`src/rtl/letterbox_nearest_scaler_assert.svh`:
```
// Assertion macros for the letterbox scaler RTL.
// Needs no other file; the includer supplies i_clk and i_rst_n.
`ifndef LETTERBOX_NEAREST_SCALER_ASSERT_SVH
`define LETTERBOX_NEAREST_SCALER_ASSERT_SVH

// Consequent must hold in the same cycle as the antecedent.
`define LNSC_ASSERT_NOW(label, ante, cons, msg) \
    label: assert property (@(posedge i_clk) disable iff (!i_rst_n) (ante) |-> (cons)) \
        else $error(msg);

// Consequent must hold in the cycle after the antecedent.
`define LNSC_ASSERT_NEXT(label, ante, cons, msg) \
    label: assert property (@(posedge i_clk) disable iff (!i_rst_n) (ante) |=> (cons)) \
        else $error(msg);

`endif

```
`src/rtl/lnsc_div.sv`:
```
// Pipelined restoring divider, one quotient bit per register stage.
// Uses no package; instantiated by letterbox_nearest_scaler.
module lnsc_div #(
    parameter int NW = 24,
    parameter int DW = 12,
    parameter int QW = 12,
    parameter int PW = 1
) (
    input  logic          i_clk,
    input  logic          i_rst_n,
    input  logic          i_vld,
    input  logic [NW-1:0] i_num,
    input  logic [DW-1:0] i_den,
    input  logic [PW-1:0] i_pay,
    output logic          o_vld,
    output logic [QW-1:0] o_quot,
    output logic [PW-1:0] o_pay
);

    // The caller guarantees the quotient fits in QW bits.
    localparam int CW = (NW > DW + QW) ? NW : DW + QW;

    logic          r_vld  [QW];
    logic [NW-1:0] r_rem  [QW];
    logic [DW-1:0] r_den  [QW];
    logic [QW-1:0] r_quot [QW];
    logic [PW-1:0] r_pay  [QW];

    for (genvar k = 0; k < QW; k++) begin : g_stage
        logic          s_vld;
        logic [NW-1:0] s_rem;
        logic [DW-1:0] s_den;
        logic [QW-1:0] s_quot;
        logic [PW-1:0] s_pay;
        logic [CW-1:0] trial;
        logic          take;
        logic [NW-1:0] n_rem;
        logic [QW-1:0] n_quot;

        if (k == 0) begin : g_first
            assign s_vld  = i_vld;
            assign s_rem  = i_num;
            assign s_den  = i_den;
            assign s_quot = '0;
            assign s_pay  = i_pay;
        end else begin : g_next
            assign s_vld  = r_vld[k-1];
            assign s_rem  = r_rem[k-1];
            assign s_den  = r_den[k-1];
            assign s_quot = r_quot[k-1];
            assign s_pay  = r_pay[k-1];
        end

        always_comb begin
            trial  = CW'(s_den) << (QW - 1 - k);
            take   = CW'(s_rem) >= trial;
            n_rem  = take ? NW'(CW'(s_rem) - trial) : s_rem;
            n_quot = s_quot;
            if (take) begin
                n_quot[QW-1-k] = 1'b1;
            end
        end

        always_ff @(posedge i_clk) begin
            if (!i_rst_n) begin
                r_vld[k] <= 1'b0;
            end else begin
                r_vld[k] <= s_vld;
            end
            r_rem[k]  <= n_rem;
            r_den[k]  <= s_den;
            r_quot[k] <= n_quot;
            r_pay[k]  <= s_pay;
        end
    end

    assign o_vld  = r_vld[QW-1];
    assign o_quot = r_quot[QW-1];
    assign o_pay  = r_pay[QW-1];

endmodule

```
`config.mk`:
```
export PLATFORM = sky130hd
export DESIGN_NAME = lnsc_div
export DESIGN_NICKNAME = d
export VERILOG_FILES = /design/src/rtl/letterbox_nearest_scaler_assert.svh /design/src/rtl/lnsc_div.sv
export SDC_FILE = /design/constraint.sdc
export NUM_CORES = 1
export LEC_CHECK = 0
export ABC_AREA = 1
export BUFFER_PORTS_ARGS = -buffer_cell sky130_fd_sc_hd__buf_2
export CORE_UTILIZATION = 30
export DETAILED_ROUTE_END_ITERATION = 10
export HOLD_SLACK_MARGIN = 0.06
export PLACE_DENSITY_LB_ADDON = 0.15
export SETUP_SLACK_MARGIN = 0.5
export SLEW_MARGIN = 25
export SYNTH_ARGS = -nofsm -noshare
export SYNTH_HDL_FRONTEND = slang
export SYNTH_SLANG_ARGS = --single-unit
```
`constraint.sdc`:
```
create_clock -name i_clk -period 1.79 [get_ports i_clk]
set_input_delay 0.0895 -clock i_clk [delete_from_list [all_inputs] [get_ports i_clk]]
set_output_delay 0.0895 -clock i_clk [all_outputs]
set_load 0.05 [all_outputs]
```
==> qor.txt <==
Slew Limit Fails: 0
Worst Setup SP: r_rem[6][4]
GR Util All Layers: 0.171
Buffers & Inverters on Critical Path: 4
Core Area: 77800 um^2
Post-synth EDFFs: 0
Max-cap violations: 0
Slack of the critical path: -92.7 ps
Vias in the first global route: 21200
Via count: 21600
Largest stage delay, worst path: 310 ps
Synthesized area: 23800 um^2
Fmax: 0.531 GHz
Sequential area share after synthesis: 0.420
# fillers: 7692
Initial core utilization: 0.305
Later-pin clock latency in the skew report: 640 ps
Worst setup SP type: flop
Non-Filler Instances: 4977
Critical R2R Launch: r_rem[6][4]
CP max stage cell: dfxtp_2
Layout area overhead: 54.3%
Largest net degree at the start of global routing: 21
Synth unique cells: 45
Floorplan die area: 80300 um^2
Post-Syn Instances: 3269
Place WS: -255 ps
Fin. Hold Viols: 0
Num CTS Buffers: 56
Final Critical Period: 1880 ps
Aggregate global routing overflow: 0
Post-route ant nets: 0
Die height: 283 um
Clock Pin Slew Worst Setup and Hold Paths: 60 ps
Critical path arrival: 2370 ps
Clock sink total: 498
Drt first-iter violations: 964
Final setup violation count: 62
Avg Synthesized Cell Area: 7.27 um^2
Syn_nets: 3464
Yosys reg bits: 498
Vias per Instance: 4.34
Placement Cell Area: 29600 um^2
Drt drc: 0
Setup Skew: 45.8 ps
Final wirelength: 69.9 mm
Hold path start: i_den[11]
# nets final: 4090
Cell area after layout: 36700 um^2
Crit path required time: 2280 ps
Htree depth: 2
Primary FF master, synth: dfxtp_1
N_diodes: 0
First-pass GRT wire length: 111 mm
# IOs: 54
Routed WL per cell: 14.0 um
Status: complete, but fails checks
Initial antenna violation count: 1
CTS tree: yes
Pwr Density: 1720 nW/um^2
Root buffer cell: clkbuf_16
Crit-path max FO: 8
CP top delay family: simple AND/OR/NAND/NOR gates
Hold slack: 49.2 ps
Failing checks: negative setup slack
Peak supply drop: 843 uV
Final period util: 1.05
HPWL after detailed placement: 54.0 mm
Slew @ Worst Pin: 381 ps
First drt pass iteration count: 5
Cell Chain, Critical Path: inv_2 -> ha_4 -> fa_2 -> inv_2 -> a21oi_4 -> inv_2 -> nand2_2 -> nand2_2 -> nor2_4 -> nand2_8 -> buf_8 -> nand2_2 -> o21ai_1
Die Width: 283 um
Site Rows: 102
Critical Path Sink Type: flop
Relative slew margins: 0.744
Longest Clk Path Bufs: 3
IO buf count: 53
Ratio of cells with drive above 1 in the final layout: 0.453
Placed Cells incl. Taps: 4706
Leakage: 0.0174 uW
Hold Crit Class: input port to flop
Post-synth ARST share: 0
RSZ-0062 raised after global routing: yes
Routability-driven placement congestion ratio: 0.844
YS warnings: 0
Crit Path Category: flop to flop
Post-Route Setup TNS: -2350 ps
## Yosys cell counts (2+ instances only)
cell type  instances  area, um^2
inv_4              3        18.8
a21oi_4            2        32.5
xor2_1            65         569
nand2_2           11        68.8
nand2_1         1096        4110
nor4_1             3        18.8
nor2_2            17         106
buf_8              3        45.0
a21oi_2           31         272
nor3_1            21         105
xnor2_1           25         219
o21ai_0           52         260
a21o_1             3        22.5
o21ai_2           22         193
and3_1             2        12.5
nor2_1           314        1180
and2_1            10        62.6
buf_4              8        60.1
nand3_2            6        60.1
o21bai_1           5        37.5
nor3_4             2        32.5
nand4_1           50         313
or2_2              4        25.0
a21boi_0           2        15.0
nand4_2            2        25.0
inv_2             10        37.5
nand3_1          175         876
nand3_4            3        52.6
o21ai_1            6        30.0
a21oi_1           96         480
fa_1              11         220
nor2_4             2        22.5
dfxtp_1          498        9970
buf_6             11         124
inv_1            509        1910
ha_1             144        1800
nand3b_1          37         278
## routing by layer
layer	GRT usage	part of all wire
met1	0.216	0.45
met4	0.0457	0.023
met3	0.0215	0.030
met5	0	0
met2	0.306	0.50
## final cells by class
| type | count | area, um^2 | share of cell area |
|---|---|---|---|
| repair inverters | 7 | 108 | 0.00293 |
| multi-input cells | 2224 | 16100 | 0.440 |
| repair buffers | 585 | 4930 | 0.134 |
| inverters | 523 | 2080 | 0.0567 |
| well taps | 1040 | 1300 | 0.0355 |
| flip-flops and latches | 498 | 10200 | 0.277 |
| clock inverters | 31 | 417 | 0.0114 |
| clock buffers | 69 | 1530 | 0.0418 |
## power breakdown
| part | total [uW] | switching (uW) | internal (uW) | leakage, uW |
|---|---|---|---|---|
| combinational | 34100 | 18000 | 16100 | 0.0123 |
| clock | 11900 | 4780 | 7120 | 0.000954 |
| sequential | 17300 | 2980 | 14300 | 0.00418 |
## cell usage in the layout (no fill, tap or decap), types with 37 or more instances in the layout
cell type,count
nand2_1,716
buf_4,412
inv_1,396
dfxtp_1,350
nand2_2,289
nor2_1,238
dfxtp_2,141
inv_2,107
ha_4,107
nand3_1,105
nand2_4,102
a21oi_2,60
clkbuf_16,59
nand3_2,58
xor2_1,57
buf_2,53
buf_6,51
nand4_1,50
nor2_2,49
nor2_4,46
dlygate4sd3_1,40
nand3b_1,37
## logic make-up after synthesis
group,Yosys count,share of synthesized area
simple gates,1757,0.310
buf+inv,547,0.0938
flops,498,0.420
compound gates,222,0.0582
fa+ha+maj,155,0.0851
xor+xnor,90,0.0332
## worst min-delay path: stages
cell	delay [ps]
buf_2	120
inv_2	60
ha_4	160
nand2_1	60
nand3_2	70
nand2_1	60
## through the flow
stage,total power [uW],util
2_1_floorplan,33700,-
3_3_place_gp,43500,0.380
3_5_place_dp,43500,0.380
4_1_cts,59800,0.444
5_1_grt,68000,0.471
6_report,63300,0.471
## flip-flops by register name, indices dropped and copies added (netlist names)
name,flops
r_den,132
r_rem,264
r_pay,12
r_quot,78
r_vld,12
## worst paths after layout
path,endpoint,slack [ps],cells after the start
worst max-delay path,r_rem[7][5],-90,13
worst min-delay path,r_rem[0][22],50,6
worst max register to register,r_rem[7][5],-90,13
worst min register to register,r_quot[2][7],310,0
## what timing repair did
action | CTS | global route
endpoints found under the hold margin | 50 | 2
hold buffers | 40 | 2
gates resized for setup | 543 | 522
setup endpoints to repair | 209 | 223
cloned | 15 | 1
buffers inserted | 72 | 43
pin swaps | 208 | 228
(Power assumes the default switching activity.)
